File: src/hw/rtl/ocq_pkg.sv
`default_nettype none

package ocq_pkg;

  localparam int unsigned COUNT_WIDTH = 8;
  localparam int unsigned CH_NUM      = 3;
  localparam int unsigned VALUE_W     = 16;
  localparam int unsigned STATE_W     = 2;
  localparam int unsigned CFG_IDX_W   = 2;

  localparam logic [CFG_IDX_W-1:0] REG_VARIANCE_THRESHOLD = CFG_IDX_W'(0);
  localparam logic [CFG_IDX_W-1:0] REG_EXTREMUM_THRESHOLD = CFG_IDX_W'(1);
  localparam logic [CFG_IDX_W-1:0] REG_DISTANCE_THRESHOLD = CFG_IDX_W'(2);

  localparam logic [STATE_W-1:0] CODE_EMPTY    = STATE_W'(0);
  localparam logic [STATE_W-1:0] CODE_ARRIVING = STATE_W'(1);
  localparam logic [STATE_W-1:0] CODE_OCCUPIED = STATE_W'(2);

  typedef logic [COUNT_WIDTH-1:0] count_t;
  typedef logic [VALUE_W-1:0]     value_t;

  typedef struct packed {
    count_t rise;
    count_t settle;
    count_t release_lim;
  } limit_t;

  typedef struct packed {
    value_t variance_value;
    value_t extremum_value;
    value_t distance_value;
    logic   quick_mode;
  } sample_t;

  // Quick mode selects the long per-channel limits; otherwise every limit is one.
  function automatic limit_t channel_limits(input int unsigned ch, input logic quick);
    limit_t lim;
    lim = '{rise: COUNT_WIDTH'(1), settle: COUNT_WIDTH'(1), release_lim: COUNT_WIDTH'(1)};
    if (quick) begin
      case (ch)
        0: lim = '{rise: COUNT_WIDTH'(10), settle: COUNT_WIDTH'(20),
                   release_lim: COUNT_WIDTH'(25)};
        1: lim = '{rise: COUNT_WIDTH'(10), settle: COUNT_WIDTH'(20),
                   release_lim: COUNT_WIDTH'(30)};
        default: lim = '{rise: COUNT_WIDTH'(20), settle: COUNT_WIDTH'(20),
                         release_lim: COUNT_WIDTH'(30)};
      endcase
    end
    return lim;
  endfunction

endpackage

`default_nettype wire

File: src/hw/rtl/ocq_ifs.sv
`default_nettype none

interface ocq_sample_if;
  logic                       valid;
  logic                       ready;
  logic [ocq_pkg::VALUE_W-1:0] variance_value;
  logic [ocq_pkg::VALUE_W-1:0] extremum_value;
  logic [ocq_pkg::VALUE_W-1:0] distance_value;
  logic                       quick_mode;

  modport source (output valid, variance_value, extremum_value, distance_value, quick_mode,
                  input ready);
  modport sink   (input valid, variance_value, extremum_value, distance_value, quick_mode,
                  output ready);
endinterface

interface ocq_result_if;
  logic                        valid;
  logic                        ready;
  logic [ocq_pkg::STATE_W-1:0] variance_state;
  logic [ocq_pkg::STATE_W-1:0] extremum_state;
  logic [ocq_pkg::STATE_W-1:0] distance_state;

  modport source (output valid, variance_state, extremum_state, distance_state,
                  input ready);
  modport sink   (input valid, variance_state, extremum_state, distance_state,
                  output ready);
endinterface

interface ocq_cfg_if;
  logic                          valid;
  logic                          ready;
  logic [ocq_pkg::CFG_IDX_W-1:0] index;
  logic [ocq_pkg::VALUE_W-1:0]   data;

  modport source (output valid, index, data, input ready);
  modport sink   (input valid, index, data, output ready);
endinterface

`default_nettype wire

File: src/hw/rtl/ocq_channel.sv
`default_nettype none

module ocq_channel (
  input  wire logic                        clk,
  input  wire logic                        rst,
  input  wire logic                        update,
  input  wire logic [ocq_pkg::VALUE_W-1:0] value,
  input  wire logic [ocq_pkg::VALUE_W-1:0] threshold,
  input  wire ocq_pkg::limit_t             limits,
  output logic [ocq_pkg::STATE_W-1:0]      state_next_code
);
  import ocq_pkg::*;

  typedef enum logic [STATE_W-1:0] {
    EMPTY    = 2'd0,
    ARRIVING = 2'd1,
    OCCUPIED = 2'd2
  } chan_state_t;

  chan_state_t state, state_next;
  count_t      rise_count, rise_count_next;
  count_t      settle_count, settle_count_next;
  count_t      release_count, release_count_next;
  count_t      rise_inc, settle_inc, release_inc;
  logic        seen;

  assign seen        = value > threshold;
  assign rise_inc    = rise_count + COUNT_WIDTH'(1);
  assign settle_inc  = settle_count + COUNT_WIDTH'(1);
  assign release_inc = release_count + COUNT_WIDTH'(1);

  always_comb begin
    state_next         = state;
    rise_count_next    = rise_count;
    settle_count_next  = settle_count;
    release_count_next = release_count;
    if (seen) begin
      if (state != OCCUPIED) begin
        if (rise_inc > limits.rise) begin
          state_next      = OCCUPIED;
          rise_count_next = '0;
        end else begin
          state_next      = ARRIVING;
          rise_count_next = rise_inc;
        end
      end
    end else begin
      unique case (state)
        EMPTY: begin
        end
        ARRIVING: begin
          if (settle_inc > limits.settle) begin
            state_next        = EMPTY;
            settle_count_next = '0;
            rise_count_next   = '0;
          end else begin
            settle_count_next = settle_inc;
          end
        end
        default: begin
          if (release_inc > limits.release_lim) begin
            state_next         = EMPTY;
            release_count_next = '0;
          end else begin
            release_count_next = release_inc;
          end
        end
      endcase
    end
  end

  assign state_next_code = state_next;

  always_ff @(posedge clk) begin
    if (rst) begin
      state         <= EMPTY;
      rise_count    <= '0;
      settle_count  <= '0;
      release_count <= '0;
    end else if (update) begin
      state         <= state_next;
      rise_count    <= rise_count_next;
      settle_count  <= settle_count_next;
      release_count <= release_count_next;
    end
  end

endmodule

`default_nettype wire

File: src/hw/rtl/ocq_cfg_regs.sv
`default_nettype none

module ocq_cfg_regs (
  input  wire logic                   clk,
  input  wire logic                   rst,
  ocq_cfg_if.sink                     cfg,
  output logic [ocq_pkg::VALUE_W-1:0] thresholds [ocq_pkg::CH_NUM]
);
  import ocq_pkg::*;

  value_t variance_threshold, extremum_threshold, distance_threshold;

  assign cfg.ready     = 1'b1;
  assign thresholds[0] = variance_threshold;
  assign thresholds[1] = extremum_threshold;
  assign thresholds[2] = distance_threshold;

  always_ff @(posedge clk) begin
    if (rst) begin
      variance_threshold <= '0;
      extremum_threshold <= '0;
      distance_threshold <= '0;
    end else if (cfg.valid) begin
      unique case (cfg.index)
        REG_VARIANCE_THRESHOLD: variance_threshold <= cfg.data;
        REG_EXTREMUM_THRESHOLD: extremum_threshold <= cfg.data;
        REG_DISTANCE_THRESHOLD: distance_threshold <= cfg.data;
        default: begin
        end
      endcase
    end
  end

endmodule

`default_nettype wire

File: src/hw/rtl/three_channel_occupancy_qualifier.sv
// Channel  Direction  Handshake      Contents
// cfg      in         valid/ready    index, data (threshold registers 0..2)
// sample   in         valid/ready    variance, extremum, distance values, quick_mode
// result   out        valid/ready    variance, extremum, distance states
//
// A sample is registered on acceptance and its result is registered on advance.
// One sample per cycle is sustained while results are taken; the input and result
// registers each take a new transaction while the one ahead of them moves on.
// Reset is synchronous and clears all channel states, counters and thresholds.
// A stalled result holds the input register; further samples wait on sample.ready.
`default_nettype none

module three_channel_occupancy_qualifier (
  input  wire logic clk,
  input  wire logic rst,
  ocq_cfg_if.sink       cfg,
  ocq_sample_if.sink    sample,
  ocq_result_if.source  result
);
  import ocq_pkg::*;

  sample_t              hold;
  logic                 hold_valid;
  logic                 advance;
  logic [STATE_W-1:0]   state_next [CH_NUM];
  value_t               thresholds [CH_NUM];
  value_t               values [CH_NUM];

  logic                 res_valid;
  logic [STATE_W-1:0]   variance_state, extremum_state, distance_state;

  assign advance      = hold_valid && (!res_valid || result.ready);
  assign sample.ready = !hold_valid || advance;

  assign values[0] = hold.variance_value;
  assign values[1] = hold.extremum_value;
  assign values[2] = hold.distance_value;

  ocq_cfg_regs u_cfg (
    .clk        (clk),
    .rst        (rst),
    .cfg        (cfg),
    .thresholds (thresholds)
  );

  for (genvar ch = 0; ch < CH_NUM; ch++) begin : g_chan
    ocq_channel u_chan (
      .clk             (clk),
      .rst             (rst),
      .update          (advance),
      .value           (values[ch]),
      .threshold       (thresholds[ch]),
      .limits          (channel_limits(ch, hold.quick_mode)),
      .state_next_code (state_next[ch])
    );
  end

  always_ff @(posedge clk) begin
    if (rst) begin
      hold_valid <= 1'b0;
      res_valid  <= 1'b0;
    end else begin
      if (sample.ready) begin
        hold_valid <= sample.valid;
      end
      if (advance) begin
        res_valid <= 1'b1;
      end else if (result.ready) begin
        res_valid <= 1'b0;
      end
    end
  end

  always_ff @(posedge clk) begin
    if (sample.valid && sample.ready) begin
      hold <= '{variance_value: sample.variance_value,
                extremum_value: sample.extremum_value,
                distance_value: sample.distance_value,
                quick_mode:     sample.quick_mode};
    end
    if (advance) begin
      variance_state <= state_next[0];
      extremum_state <= state_next[1];
      distance_state <= state_next[2];
    end
  end

  assign result.valid          = res_valid;
  assign result.variance_state = variance_state;
  assign result.extremum_state = extremum_state;
  assign result.distance_state = distance_state;

endmodule

`default_nettype wire

File: src/flat_wrapper.sv
// flat-port wrapper written by rule: the top's interface ports become plain ports
module three_channel_occupancy_qualifier_flat import ocq_pkg::*;
  (clk, rst, cfg_valid, cfg_index, cfg_data, cfg_ready, sample_valid, sample_variance_value, sample_extremum_value, sample_distance_value, sample_quick_mode, sample_ready, result_valid, result_variance_state, result_extremum_state, result_distance_state, result_ready);
  ocq_cfg_if cfg_i ();
  ocq_sample_if sample_i ();
  ocq_result_if result_i ();
  input  wire logic clk;
  input  wire logic rst;
  input wire logic [$bits(cfg_i.valid)-1:0] cfg_valid;
  input wire logic [$bits(cfg_i.index)-1:0] cfg_index;
  input wire logic [$bits(cfg_i.data)-1:0] cfg_data;
  output wire logic [$bits(cfg_i.ready)-1:0] cfg_ready;
  input wire logic [$bits(sample_i.valid)-1:0] sample_valid;
  input wire logic [$bits(sample_i.variance_value)-1:0] sample_variance_value;
  input wire logic [$bits(sample_i.extremum_value)-1:0] sample_extremum_value;
  input wire logic [$bits(sample_i.distance_value)-1:0] sample_distance_value;
  input wire logic [$bits(sample_i.quick_mode)-1:0] sample_quick_mode;
  output wire logic [$bits(sample_i.ready)-1:0] sample_ready;
  output wire logic [$bits(result_i.valid)-1:0] result_valid;
  output wire logic [$bits(result_i.variance_state)-1:0] result_variance_state;
  output wire logic [$bits(result_i.extremum_state)-1:0] result_extremum_state;
  output wire logic [$bits(result_i.distance_state)-1:0] result_distance_state;
  input wire logic [$bits(result_i.ready)-1:0] result_ready;
  assign cfg_i.valid = cfg_valid;
  assign cfg_i.index = cfg_index;
  assign cfg_i.data = cfg_data;
  assign cfg_ready = cfg_i.ready;
  assign sample_i.valid = sample_valid;
  assign sample_i.variance_value = sample_variance_value;
  assign sample_i.extremum_value = sample_extremum_value;
  assign sample_i.distance_value = sample_distance_value;
  assign sample_i.quick_mode = sample_quick_mode;
  assign sample_ready = sample_i.ready;
  assign result_valid = result_i.valid;
  assign result_variance_state = result_i.variance_state;
  assign result_extremum_state = result_i.extremum_state;
  assign result_distance_state = result_i.distance_state;
  assign result_i.ready = result_ready;
  three_channel_occupancy_qualifier u_core (.clk(clk), .rst(rst), .cfg(cfg_i), .sample(sample_i), .result(result_i));
endmodule
File: config.mk
export PLATFORM = sky130hd
export DESIGN_NAME = three_channel_occupancy_qualifier_flat
export DESIGN_NICKNAME = d
export VERILOG_FILES = /design/src/hw/rtl/ocq_pkg.sv /design/src/hw/rtl/ocq_ifs.sv /design/src/hw/rtl/ocq_channel.sv /design/src/hw/rtl/ocq_cfg_regs.sv /design/src/hw/rtl/three_channel_occupancy_qualifier.sv /design/src/flat_wrapper.sv
export SDC_FILE = /design/constraint.sdc
export NUM_CORES = 1
export LEC_CHECK = 0
export BUFFER_PORTS_ARGS = -buffer_cell sky130_fd_sc_hd__buf_2
export CAP_MARGIN = 10
export CELL_PAD_IN_SITES_DETAIL_PLACEMENT = 2
export CELL_PAD_IN_SITES_GLOBAL_PLACEMENT = 2
export CORE_MARGIN = 3
export CORE_UTILIZATION = 34
export DETAILED_ROUTE_END_ITERATION = 10
export PLACE_DENSITY = 0.84
export SLEW_MARGIN = 20
export SYNTH_ARGS = -nofsm -noshare
export SYNTH_HDL_FRONTEND = slang
export SYNTH_SLANG_ARGS = --single-unit
File: constraint.sdc
create_clock -name clk -period 2.7 [get_ports clk]
set_input_delay 0.135 -clock clk [delete_from_list [all_inputs] [get_ports clk]]
set_output_delay 0.135 -clock clk [all_outputs]
set_load 0.01 [all_outputs]
Yosys cells after proc, flatten, opt, wreduce, memory -nomap -nowiden:

Cells that the tools add are included.

* reduce and logical (&&, ||, !) cells: 32
* multiplexer cells: 44
* order comparisons: 12
* equality and inequality tests: 11
* add/sub/neg operators: 9
* bitwise gates (word level): 6

Operators by type and width (number)
* $mux W8: 21
* $add A8 B1 Y8 const B: 9
* $gt A8 B8 Y1: 9
* $gt A16 B16 Y1: 3
* $mux W20: 2
* $mux W2: 15
* $mux W21: 1
* $reduce_and A3 Y1: 6
* $reduce_bool A2 Y1: 7
* $pmux W2 S2: 3
* $reduce_and A4 Y1: 3
* $eq A2 B1 Y1 const B: 4
* $logic_not A2 Y1: 4
* $ne A2 B1 Y1 const B: 3
* $ne A2 B2 Y1 const B: 3
* $not A1 Y1: 6
* $reduce_and A2 Y1: 3
* $reduce_or A2 Y1: 3
* $eq A2 B2 Y1 const B: 1
* $logic_and A1 B1 Y1: 2
* $logic_not A1 Y1: 2
* $logic_or A1 B1 Y1: 2
* $mux W1: 2

* output and inout bits: 9
* input port bits: 72
* register bits: 183

Depth between registers and ports, before layout:

* depth after elaboration: 5
* gate-level depth with buffers: 12
* depth with buffers taken out: 12

Modules after synthesis:

Synthesis repeated with hierarchy kept, for this count alone.

* cells, all modules: 1175
* area total of the unflattened synthesis: 11136.9 µm²

By module, submodules not included
* ocq_channel: area an instance 2466.1 µm², cells each 309, seq. area each 520.5 µm², instances 3
* ocq_cfg_regs: area an instance 1971.9 µm², cells each 180, seq. area each 960.9 µm², instances 1
* three_channel_occupancy_qualifier: area an instance 1766.7 µm², cells each 68, seq. area each 1691.6 µm², instances 1

Worst setup path after synthesis:

No wires, ideal clock.

* path type: register to register
* from: register u_core.g_chan[2].u_chan.rise_count[0]
* to: register u_core.g_chan[2].u_chan.rise_count[4]
* required time: 2631 ps
* cell stages (with the launch flop): 12
* path slack: -81 ps
* arrival time: 2712 ps
* path through: dfxtp_1 ha_1 nand3_1 xnor2_1 ha_1 or3b_1 a21oi_1 o21ai_0 a22o_1 a2111o_1 or4_1 o21ai_1

* cells in the longest elaborated chain, start to end: 5

Ends and longest elaborated chain
* from (decl): RTL line ocq_channel.sv:21 `count_t rise_count, rise_count_next;`
* from (signal assigned): RTL line ocq_channel.sv:82 `rise_count <= rise_count_next;`
* $add A8 B1 Y8 (*): RTL line ocq_channel.sv:28 `assign rise_inc = rise_count + COUNT_WIDTH'(1);`
* $gt A8 B8 Y1: RTL line ocq_channel.sv:39 `if (rise_inc > limits.rise) begin`
* $mux W8 (*): RTL line ocq_channel.sv:39
* $mux W8 (*): RTL line ocq_channel.sv:38 `if (state != OCCUPIED) begin`
* $mux W8 (*): RTL line ocq_channel.sv:37 `if (seen) begin`

Mark *: on every way between the ends. The rest lies on a longest branch, timed or not. The select of a mux whose other input is x is not followed.
A chain may end at the register's enable or synchronous reset.

Final worst setup path:

* from: register u_core.u_cfg.variance_threshold[7]
* to: register u_core.g_chan[0].u_chan.release_count[1]

* cells in the longest elaborated chain, start to end: 3

Ends and longest elaborated chain
* from (decl): RTL line ocq_cfg_regs.sv:11 `value_t variance_threshold, extremum_threshold, distance_threshold;`
* from (signal assigned): RTL line ocq_cfg_regs.sv:25 `REG_VARIANCE_THRESHOLD: variance_threshold <= cfg.data;`
* $gt A16 B16 Y1: RTL line ocq_channel.sv:27 `assign seen = value > threshold;`
* $not A1 Y1 (no line)
* $reduce_and A3 Y1 (no line)
* to (signal assigned): RTL line ocq_channel.sv:84 `release_count <= release_count_next;`
* to (decl): RTL line ocq_channel.sv:23 `count_t release_count, release_count_next;`

Every way passes these cells.

==> metrics.txt <==
Die ar. 29900 µm²; cells after synthesis 1026; CP Data Arrival Time 3.53 ns; Bufs on Longest Clock Path 2; area delta synth->final 42.5%; Final Cycle Share 119%; die width 173 µm; TritonCTS Buffers 17; PD cells 518 nW/µm²; Hold Path Origin cfg_data[13]; HP Class in -> reg; Max Freq 312 MHz; worst setup margin -0.506 ns; Fillers 2834; Net Count, Synth 1187; async set or reset register ratio after synthesis 0%; 1st-pass router iterations 5; vias in the first global route 10.2k; Yosys cell types 79; root buffer cell clkbuf_16; CTS tree built; pin count of the biggest net entering global routing 68; GRT overflow 0; max-cap violations 0; Hold Path Stages 3; Worst Hold End u_core.u_cfg.distance_threshold[13]; HPWL Detailed 21.3 mm; min Tclk post-route 3.21 ns; share of the yosys chip area belonging to registers 44.5%; most frequent cell after synthesis nand2_1; drt via density 5.83; worst r2r src u_core.u_cfg.variance_threshold[7]; reg-to-reg critical path endpoint u_core.g_chan[0].u_chan.release_count[1]; row count 60; FF-to-FF path depth 10; crit path max fanout 6; synthesized area per cell 9.23 µm²; Worst Setup End Kind flip-flop; PortBufs 79; final WL 52.3 mm; dpl ws -0.181 ns; Clk Latency, worst-skew pair 0.47 ns; Min Hold Slack -0.0236 ns; post-synth top area share 27.1%; post-route insts no fill 1664; Worst-Margin Slew 0.926 ns; Clk pin slew, worst setup/hold paths 0.09 ns; die height 173 µm; kind of critical path reg -> reg; CP startpoint kind flip-flop; Routed wire per std cell 31.5 µm; Initial Util 34.8%; I/O pins 81; worst vdd ir 0.412 mV; synthesized area 9470 µm²; synthesis warning total 0; Post-synth EDFFs 55; H-tree levels 4; initial antenna violation count 0; final hold violation count 1; worst setup path start u_core.u_cfg.variance_threshold[7]; RSZ-0062 raised after global routing true; Slew headroom 38.3%; post-synthesis sequential element count 183; clk sinks 183; initial DRC count 826; fin. max-slew vios 0; Leakage 5.21 nW; most frequent cells after synthesis 157 x nand2_1, 128 x dfxtp_1, 107 x a21oi_1; Design Area, Final 13500 µm²; leading post-synthesis cells by cell area dfxtp_1 27%, edfxtp_1 17%, ha_1 12%, nand2_1 6.2%, a21oi_1 5.7%; Req. time, crit path 3.03 ns; final core occ 49.7%; post-synth top area cell dfxtp_1; Core Area 27200 µm²; final setup vio count 69; FF-to-FF setup slack -0.51 ns; # DRC 0; via count 9699; post-route setup TNS -12.17 ns; ANT nets after route 0; run status finished, violations left; clk_skew 0.0201 ns; first-pass GRT wire length 61.3 mm; placed instance area 10600 µm²; RePlAce Congestion 0.769; Total GRT Usage 26.2%; failing checks hold timing, setup timing; Nets 1439; total power 6.99 mW; ys flop type dfxtp_1; layout cells sized above 1 31.1%; Post-Place Cells 1492
flip-flops by register name, indices dropped and copies added, names as in the netlist:
signal                              cells
u_core.g_chan.u_chan.release_count     24
u_core.g_chan.u_chan.rise_count        24
u_core.g_chan.u_chan.settle_count      24
u_core.g_chan.u_chan.state              6
u_core.hold                            49
u_core.hold_valid                       1
u_core.result.distance_state            2
u_core.result.extremum_state            2
u_core.result.valid                     1
u_core.result.variance_state            2
u_core.u_cfg.distance_threshold        16
u_core.u_cfg.extremum_threshold        16
u_core.u_cfg.variance_threshold        16
cell families (layout without fill, tap and decap cells):
group                    Yosys count  after routing  synth area share, %
flip-flops                       183            183                 44.5
buffers and inverters             98            362                 4.02
other                              1              2               0.0396
adder cells (fa/ha/maj)           89             89                 11.8
AND/OR/NAND/NOR                  412            413                 22.4
multiplexers                      15             15                 1.61
AO/OA/AOI/OAI                    209            209                 14.0
XOR/XNOR                          19             19                 1.76
metal layers:
metal  track usage, %  up-vias  part of all wire, %
met5                0        -                    0
met4             10.9        0                  6.0
met3             4.30      170                  4.4
met2             48.5      421                   51
met1             29.6     4944                   39
li1                 -     4164                    -
how the worst max path moves through the flow:
stage | to | slack [ns]
after floorplan | u_core.g_chan[2].u_chan.rise_count[4] | -0.02
after global placement | u_core.g_chan[2].u_chan.rise_count[4] | -0.01
after detailed placement | u_core.g_chan[2].u_chan.rise_count[4] | -0.18
after CTS | u_core.g_chan[2].u_chan.rise_count[4] | -0.09
after global routing | u_core.g_chan[0].u_chan.release_count[1] | -0.49
final | u_core.g_chan[0].u_chan.release_count[1] | -0.51
area by class of cell:
class / count / area [µm²] / share of cell area, %
multi-input cells: 746 / 5870 / 43.5
flip-flops and latches: 183 / 4240 / 31.4
repair buffers: 262 / 2070 / 15.4
well taps: 372 / 465 / 3.45
clock buffers: 18 / 429 / 3.18
inverters: 68 / 259 / 1.92
clock inverters: 14 / 161 / 1.20
diodes: 1 / 2.50 / 0.0185
worst max-delay path: stages, from the launching register on:
cell and delay, ns:
dfxtp_1 0.40, inv_1 0.14, ha_4 0.26, a21oi_1 0.28
o21ai_1 0.25, a2bb2oi_2 0.32, and3_4 0.29, o211ai_1 0.15
buf_4 0.23, or3_1 0.34, a21oi_1 0.39
placed cells by master, fill, tap and decap left out, drive strengths merged, types with 5 or more instances in the layout:
cell,instances
nor3,25
o21a,6
and3b,8
edfxtp,55
a21oi,108
and3,7
dlygate4sd3,64
or3b,8
dfxtp,128
o31ai,5
nor3b,8
mux2i,13
nor2b,8
and2,27
nand4,20
nand2,157
o21ai,23
or3,17
nand3b,6
buf,196
ha,89
nand2b,21
clkbuf,20
a21o,6
a211o,7
nand3,37
a311oi,5
o211ai,5
inv,75
a211oi,6
nor2,45
xnor2,11
or2,5
xor2,8
nor4,5
power breakdown:
group / internal [mW] / switching (mW) / total [mW]
clock network: 1.40 / 1.42 / 2.82
logic: 0.494 / 0.665 / 1.16
registers: 2.93 / 0.0882 / 3.01
what timing repair did:
| item | in CTS | in global routing |
|---|---|---|
| pin swaps | 6 | 71 |
| gates cloned | 0 | 4 |
| endpoints found under the setup margin | 33 | 77 |
| buffers inserted | 7 | 64 |
| hold buffers | 64 | 0 |
| endpoints found under the hold margin | 78 | 0 |
| gates resized for setup | 28 | 197 |
No activity file was read; power rests on OpenSTA's default activity.
